`src/design/ehdl_pkg.sv`:
```
// ---------------------------------------------------------------------------
// Executable hunk data locator package
// Types, hunk type codes and status codes shared by the locator files.
// ---------------------------------------------------------------------------
`timescale 1ns / 1ps

package ehdl_pkg;

  localparam logic [31:0] MAGIC_HEADER = 32'h0000_03F3;
  localparam logic [31:0] TYPE_DATA    = 32'h0000_03EA;
  localparam logic [31:0] TYPE_CODE    = 32'h0000_03E9;
  localparam logic [31:0] TYPE_DREL32  = 32'h0000_03F7;
  localparam logic [31:0] TYPE_END     = 32'h0000_03F2;
  localparam logic [31:0] TABLE_BASE   = 32'h0000_0014;
  localparam logic [31:0] COUNT_POS    = 32'h0000_0008;

  typedef enum logic [2:0] {
    ST_OK           = 3'd0,
    ST_NOT_EXEC     = 3'd1,
    ST_DATA_RELOC   = 3'd2,
    ST_UNKNOWN_HUNK = 3'd3,
    ST_NO_DATA      = 3'd4,
    ST_TRUNCATED    = 3'd5
  } status_t;

  typedef enum logic [2:0] {
    PH_MAGIC  = 3'd0,
    PH_COUNT  = 3'd1,
    PH_TYPE   = 3'd2,
    PH_LENGTH = 3'd3,
    PH_RELOC  = 3'd4
  } phase_t;

endpackage

```
`src/design/ehdl_if.sv`:
```
// ---------------------------------------------------------------------------
// Executable hunk data locator channels
// Valid/ready channels for the byte stream and for the status result.
// ---------------------------------------------------------------------------
`timescale 1ns / 1ps

interface ehdl_byte_if;
  logic       valid;
  logic       ready;
  logic [7:0] data_byte;
  logic       last_byte;

  modport source (output valid, output data_byte, output last_byte, input ready);
  modport sink (input valid, input data_byte, input last_byte, output ready);
endinterface

interface ehdl_result_if;
  logic        valid;
  logic        ready;
  logic [2:0]  status;
  logic [31:0] data_hunk_offset;
  logic [31:0] data_hunk_bytes;

  modport source (output valid, output status, output data_hunk_offset,
                  output data_hunk_bytes, input ready);
  modport sink (input valid, input status, input data_hunk_offset,
                input data_hunk_bytes, output ready);
endinterface

```
`src/design/exec_hunk_data_locator_core.sv`:
```
// ---------------------------------------------------------------------------
// Executable hunk data locator
// Walks a hunk-format executable byte by byte and reports its first DATA hunk.
// ---------------------------------------------------------------------------
// The block takes one file byte per clock cycle and never stalls the byte
// stream except while a finished status beat waits at the output; each byte
// updates the position, the four-byte shift word and the parse phase, and the
// status beat appears in the output register on the cycle after the byte that
// ends the walk, raises an error, or carries last_byte without an earlier
// result. Bytes after a result are consumed and ignored until last_byte,
// after which the parser rearms for the next file.
// There is no memory and no clearing pass after reset.
`timescale 1ns / 1ps

module exec_hunk_data_locator_core (
  input  logic                 clk,
  input  logic                 rst,
  ehdl_byte_if.sink            byte_stream,
  ehdl_result_if.source        result
);

  logic [31:0]          byte_position, byte_position_next;
  logic [31:0]          word_shift, word_shift_next;
  ehdl_pkg::phase_t     parse_phase, parse_phase_next;
  logic [31:0]          hunks_left, hunks_left_next;
  logic [31:0]          next_field_position, next_field_position_next;
  logic [31:0]          found_offset, found_offset_next;
  logic [31:0]          found_bytes, found_bytes_next;
  logic                 inside_data_hunk, inside_data_hunk_next;
  logic                 result_sent, result_sent_next;
  logic                 pending_is_data, pending_is_data_next;

  logic                 res_valid;
  ehdl_pkg::status_t    res_status;
  logic [31:0]          res_offset;
  logic [31:0]          res_bytes;

  logic                 accept;
  logic                 emit;
  ehdl_pkg::status_t    emit_status;
  logic [31:0]          emit_offset;
  logic [31:0]          emit_bytes;
  logic [31:0]          w;
  logic                 long_done;
  logic                 short_done;
  logic [31:0]          reloc_pad;

  // Output side: the result register frees up when its beat is taken.
  always_comb begin
    byte_stream.ready       = !res_valid || result.ready;
    result.valid            = res_valid;
    result.status           = res_status;
    result.data_hunk_offset = res_offset;
    result.data_hunk_bytes  = res_bytes;
  end

  assign accept     = byte_stream.valid && byte_stream.ready;
  assign w          = {word_shift[23:0], byte_stream.data_byte};
  assign long_done  = (byte_position == next_field_position + 32'd3);
  assign short_done = (byte_position == next_field_position + 32'd1);
  // After the list terminator the next type word sits on a longword boundary.
  assign reloc_pad  = (next_field_position[1:0] == 2'b10) ?
                      next_field_position + 32'd2 : next_field_position + 32'd4;

  always_comb begin
    byte_position_next       = byte_position;
    word_shift_next          = word_shift;
    parse_phase_next         = parse_phase;
    hunks_left_next          = hunks_left;
    next_field_position_next = next_field_position;
    found_offset_next        = found_offset;
    found_bytes_next         = found_bytes;
    inside_data_hunk_next    = inside_data_hunk;
    result_sent_next         = result_sent;
    pending_is_data_next     = pending_is_data;
    emit                     = 1'b0;
    emit_status              = ehdl_pkg::ST_OK;

    if (accept) begin
      word_shift_next    = w;
      byte_position_next = byte_position + 32'd1;

      if (!result_sent) begin
        unique case (parse_phase)
          ehdl_pkg::PH_MAGIC: begin
            if (long_done) begin
              if (w != ehdl_pkg::MAGIC_HEADER) begin
                emit        = 1'b1;
                emit_status = ehdl_pkg::ST_NOT_EXEC;
              end else begin
                parse_phase_next         = ehdl_pkg::PH_COUNT;
                next_field_position_next = ehdl_pkg::COUNT_POS;
              end
            end
          end
          ehdl_pkg::PH_COUNT: begin
            if (long_done) begin
              hunks_left_next = w;
              if (w == 32'd0) begin
                emit        = 1'b1;
                emit_status = ehdl_pkg::ST_NO_DATA;
              end else begin
                next_field_position_next = {w[29:0], 2'b00} + ehdl_pkg::TABLE_BASE;
                parse_phase_next         = ehdl_pkg::PH_TYPE;
              end
            end
          end
          ehdl_pkg::PH_TYPE: begin
            if (long_done) begin
              if (w == ehdl_pkg::TYPE_DATA || w == ehdl_pkg::TYPE_CODE) begin
                pending_is_data_next = 1'b0;
                if (w == ehdl_pkg::TYPE_DATA && found_offset == 32'd0) begin
                  found_offset_next     = next_field_position;
                  inside_data_hunk_next = 1'b1;
                  pending_is_data_next  = 1'b1;
                end
                next_field_position_next = next_field_position + 32'd4;
                parse_phase_next         = ehdl_pkg::PH_LENGTH;
              end else if (w == ehdl_pkg::TYPE_DREL32) begin
                if (inside_data_hunk) begin
                  emit        = 1'b1;
                  emit_status = ehdl_pkg::ST_DATA_RELOC;
                end else begin
                  next_field_position_next = next_field_position + 32'd4;
                  parse_phase_next         = ehdl_pkg::PH_RELOC;
                end
              end else if (w == ehdl_pkg::TYPE_END) begin
                next_field_position_next = next_field_position + 32'd4;
                inside_data_hunk_next    = 1'b0;
                hunks_left_next          = hunks_left - 32'd1;
                if (hunks_left == 32'd1) begin
                  emit        = 1'b1;
                  emit_status = (found_offset == 32'd0) ? ehdl_pkg::ST_NO_DATA
                                                        : ehdl_pkg::ST_OK;
                end
              end else begin
                emit        = 1'b1;
                emit_status = ehdl_pkg::ST_UNKNOWN_HUNK;
              end
            end
          end
          ehdl_pkg::PH_LENGTH: begin
            if (long_done) begin
              if (pending_is_data) begin
                found_bytes_next     = {w[29:0], 2'b00};
                pending_is_data_next = 1'b0;
              end
              next_field_position_next = next_field_position + 32'd4 +
                                         {w[29:0], 2'b00};
              parse_phase_next         = ehdl_pkg::PH_TYPE;
            end
          end
          ehdl_pkg::PH_RELOC: begin
            if (short_done) begin
              if (w[15:0] != 16'd0) begin
                next_field_position_next = next_field_position +
                                           {15'd0, w[15:0], 1'b0} + 32'd4;
              end else begin
                next_field_position_next = reloc_pad;
                parse_phase_next         = ehdl_pkg::PH_TYPE;
              end
            end
          end
          default: begin
            parse_phase_next = ehdl_pkg::PH_MAGIC;
          end
        endcase
      end

      if (emit) begin
        result_sent_next = 1'b1;
      end

      if (byte_stream.last_byte && !result_sent && !emit) begin
        emit        = 1'b1;
        emit_status = ehdl_pkg::ST_TRUNCATED;
      end
    end

    // The beat reports what was found up to and including this byte.
    emit_offset = found_offset_next;
    emit_bytes  = found_bytes_next;

    if (accept && byte_stream.last_byte) begin
      byte_position_next       = 32'd0;
      word_shift_next          = 32'd0;
      parse_phase_next         = ehdl_pkg::PH_MAGIC;
      hunks_left_next          = 32'd0;
      next_field_position_next = 32'd0;
      found_offset_next        = 32'd0;
      found_bytes_next         = 32'd0;
      inside_data_hunk_next    = 1'b0;
      result_sent_next         = 1'b0;
      pending_is_data_next     = 1'b0;
    end
  end

  always_ff @(posedge clk) begin
    if (rst) begin
      byte_position       <= 32'd0;
      word_shift          <= 32'd0;
      parse_phase         <= ehdl_pkg::PH_MAGIC;
      hunks_left          <= 32'd0;
      next_field_position <= 32'd0;
      found_offset        <= 32'd0;
      found_bytes         <= 32'd0;
      inside_data_hunk    <= 1'b0;
      result_sent         <= 1'b0;
      pending_is_data     <= 1'b0;
    end else begin
      byte_position       <= byte_position_next;
      word_shift          <= word_shift_next;
      parse_phase         <= parse_phase_next;
      hunks_left          <= hunks_left_next;
      next_field_position <= next_field_position_next;
      found_offset        <= found_offset_next;
      found_bytes         <= found_bytes_next;
      inside_data_hunk    <= inside_data_hunk_next;
      result_sent         <= result_sent_next;
      pending_is_data     <= pending_is_data_next;
    end
  end

  always_ff @(posedge clk) begin
    if (rst) begin
      res_valid <= 1'b0;
    end else if (emit) begin
      res_valid <= 1'b1;
    end else if (result.ready) begin
      res_valid <= 1'b0;
    end
  end

  always_ff @(posedge clk) begin
    if (emit) begin
      res_status <= emit_status;
      res_offset <= emit_offset;
      res_bytes  <= emit_bytes;
    end
  end

endmodule

```
`src/flat_wrapper.sv`:
```
// flat-port wrapper written by rule: the top's interface ports become plain ports
module exec_hunk_data_locator_core_flat 
  (clk, rst, byte_stream_valid, byte_stream_data_byte, byte_stream_last_byte, byte_stream_ready, result_valid, result_status, result_data_hunk_offset, result_data_hunk_bytes, result_ready);
  ehdl_byte_if byte_stream_i ();
  ehdl_result_if result_i ();
  input  logic clk;
  input  logic rst;
  input wire logic [$bits(byte_stream_i.valid)-1:0] byte_stream_valid;
  input wire logic [$bits(byte_stream_i.data_byte)-1:0] byte_stream_data_byte;
  input wire logic [$bits(byte_stream_i.last_byte)-1:0] byte_stream_last_byte;
  output wire logic [$bits(byte_stream_i.ready)-1:0] byte_stream_ready;
  output wire logic [$bits(result_i.valid)-1:0] result_valid;
  output wire logic [$bits(result_i.status)-1:0] result_status;
  output wire logic [$bits(result_i.data_hunk_offset)-1:0] result_data_hunk_offset;
  output wire logic [$bits(result_i.data_hunk_bytes)-1:0] result_data_hunk_bytes;
  input wire logic [$bits(result_i.ready)-1:0] result_ready;
  assign byte_stream_i.valid = byte_stream_valid;
  assign byte_stream_i.data_byte = byte_stream_data_byte;
  assign byte_stream_i.last_byte = byte_stream_last_byte;
  assign byte_stream_ready = byte_stream_i.ready;
  assign result_valid = result_i.valid;
  assign result_status = result_i.status;
  assign result_data_hunk_offset = result_i.data_hunk_offset;
  assign result_data_hunk_bytes = result_i.data_hunk_bytes;
  assign result_i.ready = result_ready;
  exec_hunk_data_locator_core u_core (.clk(clk), .rst(rst), .byte_stream(byte_stream_i), .result(result_i));
endmodule
```
`config.mk`:
```
export PLATFORM = sky130hd
export DESIGN_NAME = exec_hunk_data_locator_core_flat
export DESIGN_NICKNAME = d
export VERILOG_FILES = /design/src/design/ehdl_pkg.sv /design/src/design/ehdl_if.sv /design/src/design/exec_hunk_data_locator_core.sv /design/src/flat_wrapper.sv
export SDC_FILE = /design/constraint.sdc
export NUM_CORES = 1
export LEC_CHECK = 0
export ABC_AREA = 1
export BUFFER_PORTS_ARGS = -buffer_cell sky130_fd_sc_hd__buf_4
export CAP_MARGIN = 20
export CELL_PAD_IN_SITES_DETAIL_PLACEMENT = 1
export CELL_PAD_IN_SITES_GLOBAL_PLACEMENT = 1
export CORE_UTILIZATION = 41
export CTS_CLUSTER_DIAMETER = 30
export CTS_CLUSTER_SIZE = 20
export DETAILED_ROUTE_END_ITERATION = 6
export PLACE_DENSITY_LB_ADDON = 0.25
export SETUP_SLACK_MARGIN = 0.15
export SLEW_MARGIN = 20
export SYNTH_ARGS = -nofsm -noshare
export SYNTH_HDL_FRONTEND = slang
export SYNTH_SLANG_ARGS = --single-unit
export TNS_END_PERCENT = 100
```
`constraint.sdc`:
```
create_clock -name clk -period 4.76 [get_ports clk]
set_clock_uncertainty 0.2 [all_clocks]
set_input_delay 0.238 -clock clk [delete_from_list [all_inputs] [get_ports clk]]
set_output_delay 0.238 -clock clk [all_outputs]
set_load 0.01 [all_outputs]
```
==> out/summary.txt, run 1 <==
Status: finished clean
CP Capture Type: flip-flop
Top FF cell, synth: dfxtp_1
Die width: 218 microns
Min cycle time layout: 4420 ps
Placer Congestion: 1.06
Port Buffers: 81
Largest net degree at the start of global routing: 98
Drt pass-1 iters: 5
Critical path peak fanout: 6
# rows: 78
Clk slew on worst S/H paths: 40 ps
Antenna cells: 0
# fillers: 6007
Total power: 7520 uW
DR DRC count: 0
P_int: 5790 uW
Crit-path cells: nand2_1, nor2_2, nand2_1, nor2_2, nand2_1, xor2_1, nor2_1, ha_1, a21oi_1, nor3_1, a211oi_1, o21ai_0, a21oi_1, nand2_1, nand2_1, nand3_1, nand3_1, nand3_1, a21oi_1
CP max stage cell: dfxtp_1
Nets: 3218
Post-DP HPWL: 68.6 mm
Via density: 5.74
Initial core utilization: 41.9%
Seq. cell area: 5840 sq um
Share of cells above drive strength 1: 12.5%
Synthesis-to-layout area growth: 22.8%
Gr usage total: 37.8%
Synth Cell Area: 19200 sq um
Seq pwr share: 30.7%
Cell Pwr Density: 320 nW/um^2
Leakage: 0.0105 uW
Core region area: 45800 sq um
Worst slew pin tran: 797 ps
CTS buffer count: 70
Area taken by multi-input logic gates: 11500 sq um
Logic pwr share: 4.4%
Syn Nets: 3063
Final Slew Violations: 0
Die Y-Extent: 218 microns
Remaining global-route overflow: 0
Mean Syn Cell Area: 6.43 sq um
Sink Count: 258
# H-tree levels: 3
Max Clk Rate: 226 MHz
Final TNS setup: 0 ps
Crit start category: flip-flop
Iter 0 DRT Violations: 1610
Fin area: 23500 sq um
Number of synthesized flops with an enable pin: 67
Routed wire per std cell: 23.7 microns
Post-synthesis sequential area ratio: 30.5%
Worst path required time: 5090 ps
Period utilization: 92.9%
Distinct cells, synth: 57
Die ar.: 47600 sq um
Net Sw Frac: 23.0%
Worst setup path class: reg -> reg
Most numerous cell on the critical path: nand2_1
Max cap viols: 0
Clk root buf: clkbuf_16
Worst Path Arrival: 4750 ps
Max clock buf depth: 3
Ys Warns: 0
Area of placed instances: 20900 sq um
CTS tree: yes
# setup viols final: 0
Crit-path max cell delay: 580 ps
Number of global-route vias before repair: 22.6k
Worst-Skew Late Latency: 610 ps
Routed via count: 21.8k
RSZ-0062 raised after global routing: false
Synth async-reset ratio: 0%
Post-Syn Instances: 2978
Clock power share: 64.9%
Detail Route Antenna Nets: 0
Peak VDD IR: 0.511 mV
Antenna violations before repair: 0
I/O pins: 82
Psw: 1730 uW
Slew margin rel.: 46.5%
DRT Wirelength: 89.9 mm
Worst Hold Class: in -> reg
Hold Vio Cnt, Final: 0
First-pass GRT wire length: 135 mm
FF+latch count, synth: 258
-- synth_stat cells, drive strengths merged (3+ instances only) --
cell type / n / area [sq um]
a211oi: 65 / 488
a21boi: 5 / 37.5
a21o: 7 / 52.6
a21oi: 245 / 1260
a221oi: 3 / 26.3
a31oi: 10 / 62.6
buf: 54 / 337
clkbuf: 62 / 234
dfxtp: 191 / 3820
edfxtp: 67 / 2010
ha: 70 / 876
inv: 360 / 1350
nand2: 761 / 2890
nand3: 204 / 1080
nand3b: 3 / 22.5
nand4: 45 / 282
nor2: 446 / 1810
nor3: 47 / 252
nor4: 13 / 81.3
o2111ai: 5 / 43.8
o211ai: 19 / 143
o21a: 6 / 45.0
o21ai: 148 / 741
o21bai: 5 / 37.5
o221ai: 3 / 26.3
o22ai: 9 / 56.3
or2: 16 / 100
xnor2: 21 / 184
xor2: 69 / 604
-- routing by layer --
layer  global-route usage, %  part of all wire [%]
met2                    63.7                    47
met3                    7.18                   6.2
met1                    44.2                    40
met4                    23.1                   6.7
met5                       0                     0
-- power groups by stage --
| stage | Sequential, uW | Clock, uW | Combinational (uW) |
|---|---|---|---|
| 6_report | 2310 | 4880 | 331 |
| 5_1_grt | 2310 | 5030 | 352 |
| 4_1_cts | 2310 | 4930 | 328 |
| 3_5_place_dp | 2340 | 0 | 316 |
| 3_3_place_gp | 2340 | 0 | 307 |
| 2_1_floorplan | 2350 | 0 | 150 |
-- layout by cell type (no fill, tap or decap), types with 65 or more instances in the layout --
| cell | Yosys | layout |
|---|---|---|
| a211oi_1 | 65 | 65 |
| a21oi_1 | 235 | 235 |
| buf_4 | 12 | 177 |
| clkbuf_16 | 0 | 74 |
| dfxtp_1 | 191 | 186 |
| edfxtp_1 | 67 | 67 |
| ha_1 | 70 | 70 |
| inv_1 | 354 | 354 |
| nand2_1 | 748 | 747 |
| nand3_1 | 193 | 192 |
| nor2_1 | 418 | 416 |
| o21ai_0 | 143 | 143 |
| xor2_1 | 69 | 67 |
-- cell families (layout without fill, tap and decap cells) --
logic type                 Yosys count  count (layout)  share of synthesized area (%)
buffers and inverters              477             689                           10.0
DFF                                258             258                           30.5
adders and majority gates           72              72                           4.78
xor gates and xnor gates            92              92                           4.35
AOI/OAI and AO/OA                  538             538                           16.1
and+or+nand+nor                   1541            1541                           34.2
-- worst paths after layout --
path              slack (ps)                              to                            from  cells past startpoint
hold / removal            20        u_core.byte_position[20]           byte_stream_last_byte                      4
setup reg to reg         340  u_core.next_field_position[30]  u_core.next_field_position[20]                     19
setup / recovery         340  u_core.next_field_position[30]  u_core.next_field_position[20]                     19
hold reg to reg          270           u_core.found_bytes[0]           u_core.found_bytes[0]                      2
-- worst max-delay path, delay by kind of cell, from the launching register on --
family                     cells  cell delay [ps]
and+or+nand+nor               12             1780
AOI/OAI and AO/OA              5             1050
DFF                            1              580
adders and majority gates      1              380
xor gates and xnor gates       1              360
-- metrics by stage --
| stage | hold WS [ps] | worst slack [ps] | util (%) | std cells |
|---|---|---|---|---|
| 2_1_floorplan | 187 | 341 | - | 2978 |
| 3_5_place_dp | 240 | 239 | 45.7 | 3648 |
| 6_report | 21.8 | 336 | 51.4 | 3790 |
| 4_1_cts | 4.05 | 219 | 51.3 | 3789 |
| 5_1_grt | 19.8 | 208 | 51.4 | 3790 |
| 3_3_place_gp | 235 | 353 | 45.6 | 3647 |
-- what timing repair did --
item | 4_1_cts | 5_1_grt
endpoints found under the hold margin | 37 | 0
gates resized for setup | 0 | 11
endpoints found under the setup margin | 0 | 17
hold buffers | 12 | 0
setup buffers | 0 | 1
-- state kept, by name, summed over array words and instances (netlist names), 3 cells and up --
register and cells:
u_core.result.status 3, u_core.next_field_position 32, u_core.byte_position 32, u_core.hunks_left 32
u_core.result.data_hunk_offset 32, u_core.found_offset 32, u_core.parse_phase 3, u_core.found_bytes 32
u_core.result.data_hunk_bytes 32, u_core.word_shift 24
-- final cells by class --
type / instances / share of cell area [%]
timing repair buffer: 199 / 7.01
clock buffer: 98 / 8.64
multi-input combinational: 2243 / 48.8
sequential: 258 / 24.8
tap: 600 / 3.19
inverter: 361 / 5.76
clock inverter: 31 / 1.81
(Power assumes the default switching activity.)
==> run 2: changes to the inputs <==
--- a/config.mk
+++ b/config.mk
@@ -14,7 +14,7 @@
 export CTS_CLUSTER_DIAMETER = 30
 export CTS_CLUSTER_SIZE = 20
 export DETAILED_ROUTE_END_ITERATION = 6
-export PLACE_DENSITY_LB_ADDON = 0.25
+export PLACE_DENSITY_LB_ADDON = 0.1
 export SETUP_SLACK_MARGIN = 0.15
 export SLEW_MARGIN = 20
 export SYNTH_ARGS = -nofsm -noshare
==> constraint.sdc (replaced) <==
create_clock -name clk -period 3.8 [get_ports clk]
set_clock_uncertainty 0.2 [all_clocks]
set_input_delay 0.19 -clock clk [delete_from_list [all_inputs] [get_ports clk]]
set_output_delay 0.19 -clock clk [all_outputs]
set_load 0.01 [all_outputs]
==> run 2 against run 1 <==
Net effect: sequential power increased by 25%; setup slack got worse by 190 ps; total power increased by 25%; largest cell class unchanged; cell area increased by 13%; register-to-register slack got worse by 190 ps.
==> out/summary.txt, run 2 (synthesis gave the netlist of run 1 again) <==
Max Clk Rate: 274 MHz (+21%)
Slew margin rel.: 43.2% (-3.3 points)
# rows: 78 (unchanged)
CP max stage cell: dfxtp_2
CTS tree: yes
Hold Vio Cnt, Final: 0 (unchanged)
RSZ-0062 raised after global routing: true
Commonest non-fill, non-tap cell in the layout: nand2_1
Critical path peak fanout: 4 (-2)
Reg2reg setup slack: 150 ps (-190 ps)
Worst setup path class: reg -> reg
Number of global-route vias before repair: 24.0k (+6.1%)
Period utilization: 96.1% (+3.1 points)
Antenna cells: 0 (unchanged)
Placer Congestion: 1.04 (-1.5%)
Routed via count: 23.1k (+6.4%)
# fillers: 5899 (-1.8%)
I/O pins: 82 (unchanged)
Top routing layer in use: met5
Routed wire per std cell: 24.4 microns (+2.8%)
Status: finished clean
Synthesis-to-layout area growth: 38.5%
Routed length on met2: 47.2 mm (+12%)
Worst-Skew Late Latency: 610 ps (about the same)
Worst Path Buf+Inv: 1 (+1)
Clk root buf: clkbuf_16
Die width: 218 microns (unchanged)
Worst Hold Class: in -> reg
Iter 0 DRT Violations: 1681 (+4.4%)
Crit start category: flip-flop
Worst path top cell family by delay: simple AND/OR/NAND/NOR gates
Share of cells above drive strength 1: 24.8% (+12 points)
DRT Wirelength: 98.6 mm (+9.6%)
First-pass GRT wire length: 142 mm (+4.9%)
# setup viols final: 0 (unchanged)
Final Slew Violations: 0 (unchanged)
Most frequent cells in the layout: 704 x nand2_1, 404 x buf_4, 364 x nor2_1
Detail Route Antenna Nets: 0 (unchanged)
Min cycle time layout: 3650 ps (-774 ps)
Worst path required time: 4100 ps (-990 ps)
Port Buffers: 81 (unchanged)
Worst slack, placed: -165 ps (-404 ps)
Largest net degree at the start of global routing: 102 (+4.1%)
Peak VDD IR: 0.381 mV (-25%)
Post-DP HPWL: 70.8 mm (+3.1%)
Final TNS setup: 0 ps (unchanged)
Max clock buf depth: 3 (unchanged)
Remaining global-route overflow: 0 (unchanged)
Area of placed instances: 22500 sq um (+7.8%)
Worst Path Arrival: 3950 ps (-800 ps)
CP Capture Type: flip-flop
Via density: 5.73 (-0.27%)
Worst slew pin tran: 846 ps (+48.6 ps)
Nets: 3468 (+7.8%)
Core region area: 45800 sq um (unchanged)
CTS buffer count: 72 (+2.9%)
Crit-path max cell delay: 370 ps (-210 ps)
Max cap viols: 0 (unchanged)
Fin area: 26500 sq um (+13%)
Antenna violations before repair: 2 (+2)
Final WS setup: 149 ps (-186 ps)
Cell Pwr Density: 354 nW/um^2 (+11%)
Crit-path cells: nand2_1, nor2_2, nand2_2, nor2_4, nand3_4, xor2_2, nor2_2, ha_1, a21oi_2, o21ai_0, a21oi_1, nand2_2, a21oi_1, o21ai_1, buf_4, o211ai_1, nand3_2, a21oi_2
Sink Count: 258 (unchanged)
Metal3 WL: 6.02 mm (+7.5%)
Placed cell count: 3861 (+5.8%)
Clk slew on worst S/H paths: 40 ps (about the same)
Die Y-Extent: 218 microns (unchanged)
Die ar.: 47600 sq um (unchanged)
Final core utilization: 58.0% (+6.6 points)
Non-Filler Instances: 4042 (+6.6%)
Leakage: 0.0120 uW (+14%)
Metal-1 WL: 38.1 mm (+5.1%)
Drt pass-1 iters: 5 (unchanged)
# H-tree levels: 3 (unchanged)
DR DRC count: 0 (unchanged)
Gr usage total: 39.5% (+1.7 points)
Initial core utilization: 41.9% (unchanged)
run 2: worst reg2reg max path, stage by stage, from the launching register on:
cell,delay (ps)
dfxtp_2,370
nand2_1,150
nor2_2,210
nand2_2,110
nor2_4,190
nand3_4,130
xor2_2,180
nor2_2,160
ha_1,320
a21oi_2,200
o21ai_0,150
a21oi_1,260
nand2_2,130
a21oi_1,170
o21ai_1,100
buf_4,160
o211ai_1,110
nand3_2,110
a21oi_2,160
run 2: area by class of cell:
type,instances,area [sq um],area share [%]
Clock buffer,98,2050,7.73
Clock inverter,35,372,1.40
Inverter,361,1360,5.11
Multi-Input combinational cell,2244,12400,46.8
Sequential cell,258,5880,22.2
Tap cell,600,751,2.83
Timing Repair Buffer,446,3720,14.0
run 2: layer usage:
layer,track usage [%],up-vias
li1,-,10600
met1,45.2,11300
met2,68.0,909
met3,6.36,316
met4,25.9,4
met5,0,-
run 2: where the power goes:
group / switching (uW) / internal, uW / leakage, uW / total (uW)
sequential: 22.7 / 2850 / 0.00220 / 2880
clock: 1960 / 4060 / 0.00118 / 6020
combinational: 333 / 176 / 0.00864 / 508
run 2: worst paths after layout:
path | to | from | cells after the start
max | u_core.next_field_position[21] | u_core.next_field_position[12] | 18
max reg2reg | u_core.next_field_position[21] | u_core.next_field_position[12] | 18
min | u_core.result.status[0] | byte_stream_last_byte | 5
min reg2reg | u_core.found_bytes[0] | u_core.found_bytes[0] | 2
run 2: through the flow:
step / power, uW / hold slack [ps]
2_1_floorplan: 3130 / 139
3_3_place_gp: 3350 / 234
3_5_place_dp: 3360 / 258
4_1_cts: 9380 / 44.1
5_1_grt: 9610 / 93.0
6_report: 9410 / 70.2
run 2: repair_timing:
| action | CTS | global route |
|---|---|---|
| hold buffers | 10 | 0 |
| hold endpoints to repair | 21 | 0 |
| resized for setup | 68 | 224 |
| cloned | 1 | 8 |
| pin swaps | 8 | 59 |
| setup endpoints to repair | 192 | 245 |
| setup buffers | 4 | 25 |
==> run 3: changes to the inputs <==
--- a/config.mk
+++ b/config.mk
@@ -6,14 +6,14 @@
 export NUM_CORES = 1
 export LEC_CHECK = 0
 export ABC_AREA = 1
-export BUFFER_PORTS_ARGS = -buffer_cell sky130_fd_sc_hd__buf_4
 export CAP_MARGIN = 20
 export CELL_PAD_IN_SITES_DETAIL_PLACEMENT = 1
 export CELL_PAD_IN_SITES_GLOBAL_PLACEMENT = 1
-export CORE_UTILIZATION = 41
+export CORE_UTILIZATION = 35
 export CTS_CLUSTER_DIAMETER = 30
 export CTS_CLUSTER_SIZE = 20
 export DETAILED_ROUTE_END_ITERATION = 6
+export DONT_BUFFER_PORTS = 1
 export PLACE_DENSITY_LB_ADDON = 0.1
 export SETUP_SLACK_MARGIN = 0.15
 export SLEW_MARGIN = 20
==> constraint.sdc (replaced) <==
create_clock -name clk -period 3.8 [get_ports clk]
set_clock_uncertainty 0.2 [all_clocks]
set_input_delay 0.57 -clock clk [delete_from_list [all_inputs] [get_ports clk]]
set_output_delay 0.57 -clock clk [all_outputs]
set_load 0.01 [all_outputs]
==> run 3 against run 2 <==
Net effect: the flow now finishes with violations (hold timing); register-to-register slack hardly changed; critical endpoint is now u_core.next_field_position[29]; total power is 3.1% higher; non-clock buffer count is 13 higher; largest power group unchanged; utilization is 7.3 points lower.
==> out/summary.txt, run 3 (synthesis gave the netlist of run 1 again) <==
Status: finished with violations
Violated checks: hold timing
Crit-path max cell delay: 370 ps (about the same)
Critical path peak fanout: 4 (unchanged)
First-pass GRT wire length: 144 mm (+1.4%)
Die width: 236 microns (+8.2%)
Port Buffers: 0 (-100%)
Period utilization: 95.7% (-0.35 points)
Leakage: 0.0122 uW (+1.5%)
Sink Count: 258 (unchanged)
CTS tree: yes
Final TNS setup: 0 ps (unchanged)
Commonest non-fill, non-tap cell in the layout: nand2_1
# H-tree levels: 3 (unchanged)
# rows: 85 (+9.0%)
Core region area: 53900 sq um (+18%)
Cell Pwr Density: 355 nW/um^2 (+0.19%)
Most frequent cells in the layout: 692 x nand2_1, 407 x buf_4, 359 x nor2_1
Number of global-route vias before repair: 23.2k (-3.5%)
Iter 0 DRT Violations: 1297 (-23%)
Most numerous cell on the critical path: buf_4
Min cycle time layout: 3640 ps (-13.3 ps)
Area taken by multi-input logic gates: 12600 sq um (+1.8%)
Worst Path Arrival: 3880 ps (-70 ps)
Clk slew on worst S/H paths: 50 ps (about the same)
Routed via count: 22.6k (-2.4%)
Crit-path cells: buf_4, nand2_2, nor2_4, nand2_2, nor2_4, xor2_2, buf_4, nor2_1, ha_1, nand2_1, buf_4, o21ai_1, a21oi_2, buf_4, nor2_1, nor2_1, nand2_1, nand2_1, nand3_2, nand3_1, nand3_2, a21oi_2
RSZ-0062 raised after global routing: true
Via density: 5.43 (-5.2%)
I/O pins: 82 (unchanged)
CP max stage cell: dfxtp_2
Post-DP HPWL: 75.1 mm (+6.1%)
Worst-case reg-to-reg path depth: 22 (+4)
Hold path cells: 2 (-3)
Remaining global-route overflow: 0 (unchanged)
Placer Congestion: 0.990 (-4.9%)
Levels on crit path: 22 (+4)
Worst setup path class: reg -> reg
Worst path required time: 4040 ps (-60 ps)
Synthesis-to-layout area growth: 42.6%
Peak VDD IR: 0.370 mV (-2.7%)
CP Capture Type: flip-flop
# fillers: 6791 (+15%)
Crit start category: flip-flop
Total power: 9700 uW (+3.1%)
Seq. cell area: 5890 sq um (+0.23%)
Max cap viols: 0 (unchanged)
Initial core utilization: 35.5% (-6.3 points)
Gr usage total: 34.6% (-5.0 points)
Final core utilization: 50.7% (-7.3 points)
WHS: -0.0365 ps (-70.3 ps)
Max Clk Rate: 275 MHz (+0.37%)
# setup viols final: 0 (unchanged)
Clk root buf: clkbuf_16
Largest net degree at the start of global routing: 141 (+38%)
Nets: 3487 (+0.55%)
Antenna violations before repair: 1 (-1)
Detail Route Antenna Nets: 0 (unchanged)
CTS buffer count: 79 (+9.7%)
Die Y-Extent: 236 microns (+8.2%)
Final Slew Violations: 0 (unchanged)
Worst slew pin tran: 846 ps (+0.604 ps)
Drt pass-1 iters: 7 (+2)
Worst path top cell family by delay: simple AND/OR/NAND/NOR gates
Slew margin rel.: 43.6% (+0.39 points)
DRT Wirelength: 98.9 mm (+0.28%)
Die ar.: 55700 sq um (+17%)
DR DRC count: 0 (unchanged)
Routed wire per std cell: 23.8 microns (-2.6%)
Max clock buf depth: 3 (unchanged)
Reg2reg setup slack: 160 ps (about the same)
Worst Hold Class: in -> reg
Worst Path Buf+Inv: 4 (+3)
Worst-Skew Late Latency: 600 ps (about the same)
Hold Vio Cnt, Final: 1 (+1)
Share of cells above drive strength 1: 26.5% (+1.7 points)
==> run 3: final timing paths <==
kind                                   from                             end
max reg2reg  u_core.next_field_position[11]  u_core.next_field_position[29]
min reg2reg           u_core.found_bytes[1]           u_core.found_bytes[1]
max          u_core.next_field_position[11]  u_core.next_field_position[29]
min                byte_stream_data_byte[1]           u_core.found_bytes[3]
==> run 3: cell type report <==
cell class / instances / share of cell area [%]
Multi-Input combinational cell: 2243 / 46.3
Sequential cell: 258 / 21.6
Timing Repair Buffer: 459 / 14.5
Clock buffer: 109 / 8.28
Inverter: 361 / 4.97
Tap cell: 696 / 3.19
Clock inverter: 34 / 1.25
Antenna cell: 1 / 0.00916
==> run 3: metrics by stage <==
stage               area, sq um  hold WS (ps)  std cells  setup WS [ps]
floorplan                 19200           225       2978            238
global placement          22700           240       3951           -448
detailed placement        22700           244       3951           -529
CTS                       25900          16.9       4119            140
global route              27300          25.0       4160           75.0
finish                    27300       -0.0365       4161            163
==> run 3: what timing repair did <==
item | 4_1_cts | 5_1_grt
gates resized for setup | 109 | 249
pin swaps | 22 | 89
gates cloned | 2 | 6
setup buffers | 14 | 35
hold endpoints to repair | 16 | 0
hold buffers | 9 | 0
endpoints found under the setup margin | 268 | 262
==> run 3: worst reg2reg max path: cells and delay by family, from the launching register on <==
family	cells	cell delay, ps
and+or+nand+nor	13	1370
buffers and inverters	4	560
AOI/OAI and AO/OA	3	430
DFF	1	370
adders and majority gates	1	370
xor gates and xnor gates	1	180
==> run 3: power breakdown <==
part	switching (uW)	leakage, uW	internal (uW)
clock	1940	0.00128	4440
combinational	279	0.00872	147
sequential	39.9	0.00220	2860
==> run 3: layer usage <==
layer / vias up / track usage, % / share of wire (%) / routed length [microns]
li1: 10600 / - / - / -
met1: 11000 / 41.6 / 41 / 40500
met2: 671 / 58.6 / 47 / 46400
met3: 268 / 4.63 / 5.3 / 5250
met4: 2 / 20.5 / 6.8 / 6690
met5: - / 0 / 0.012 / 12
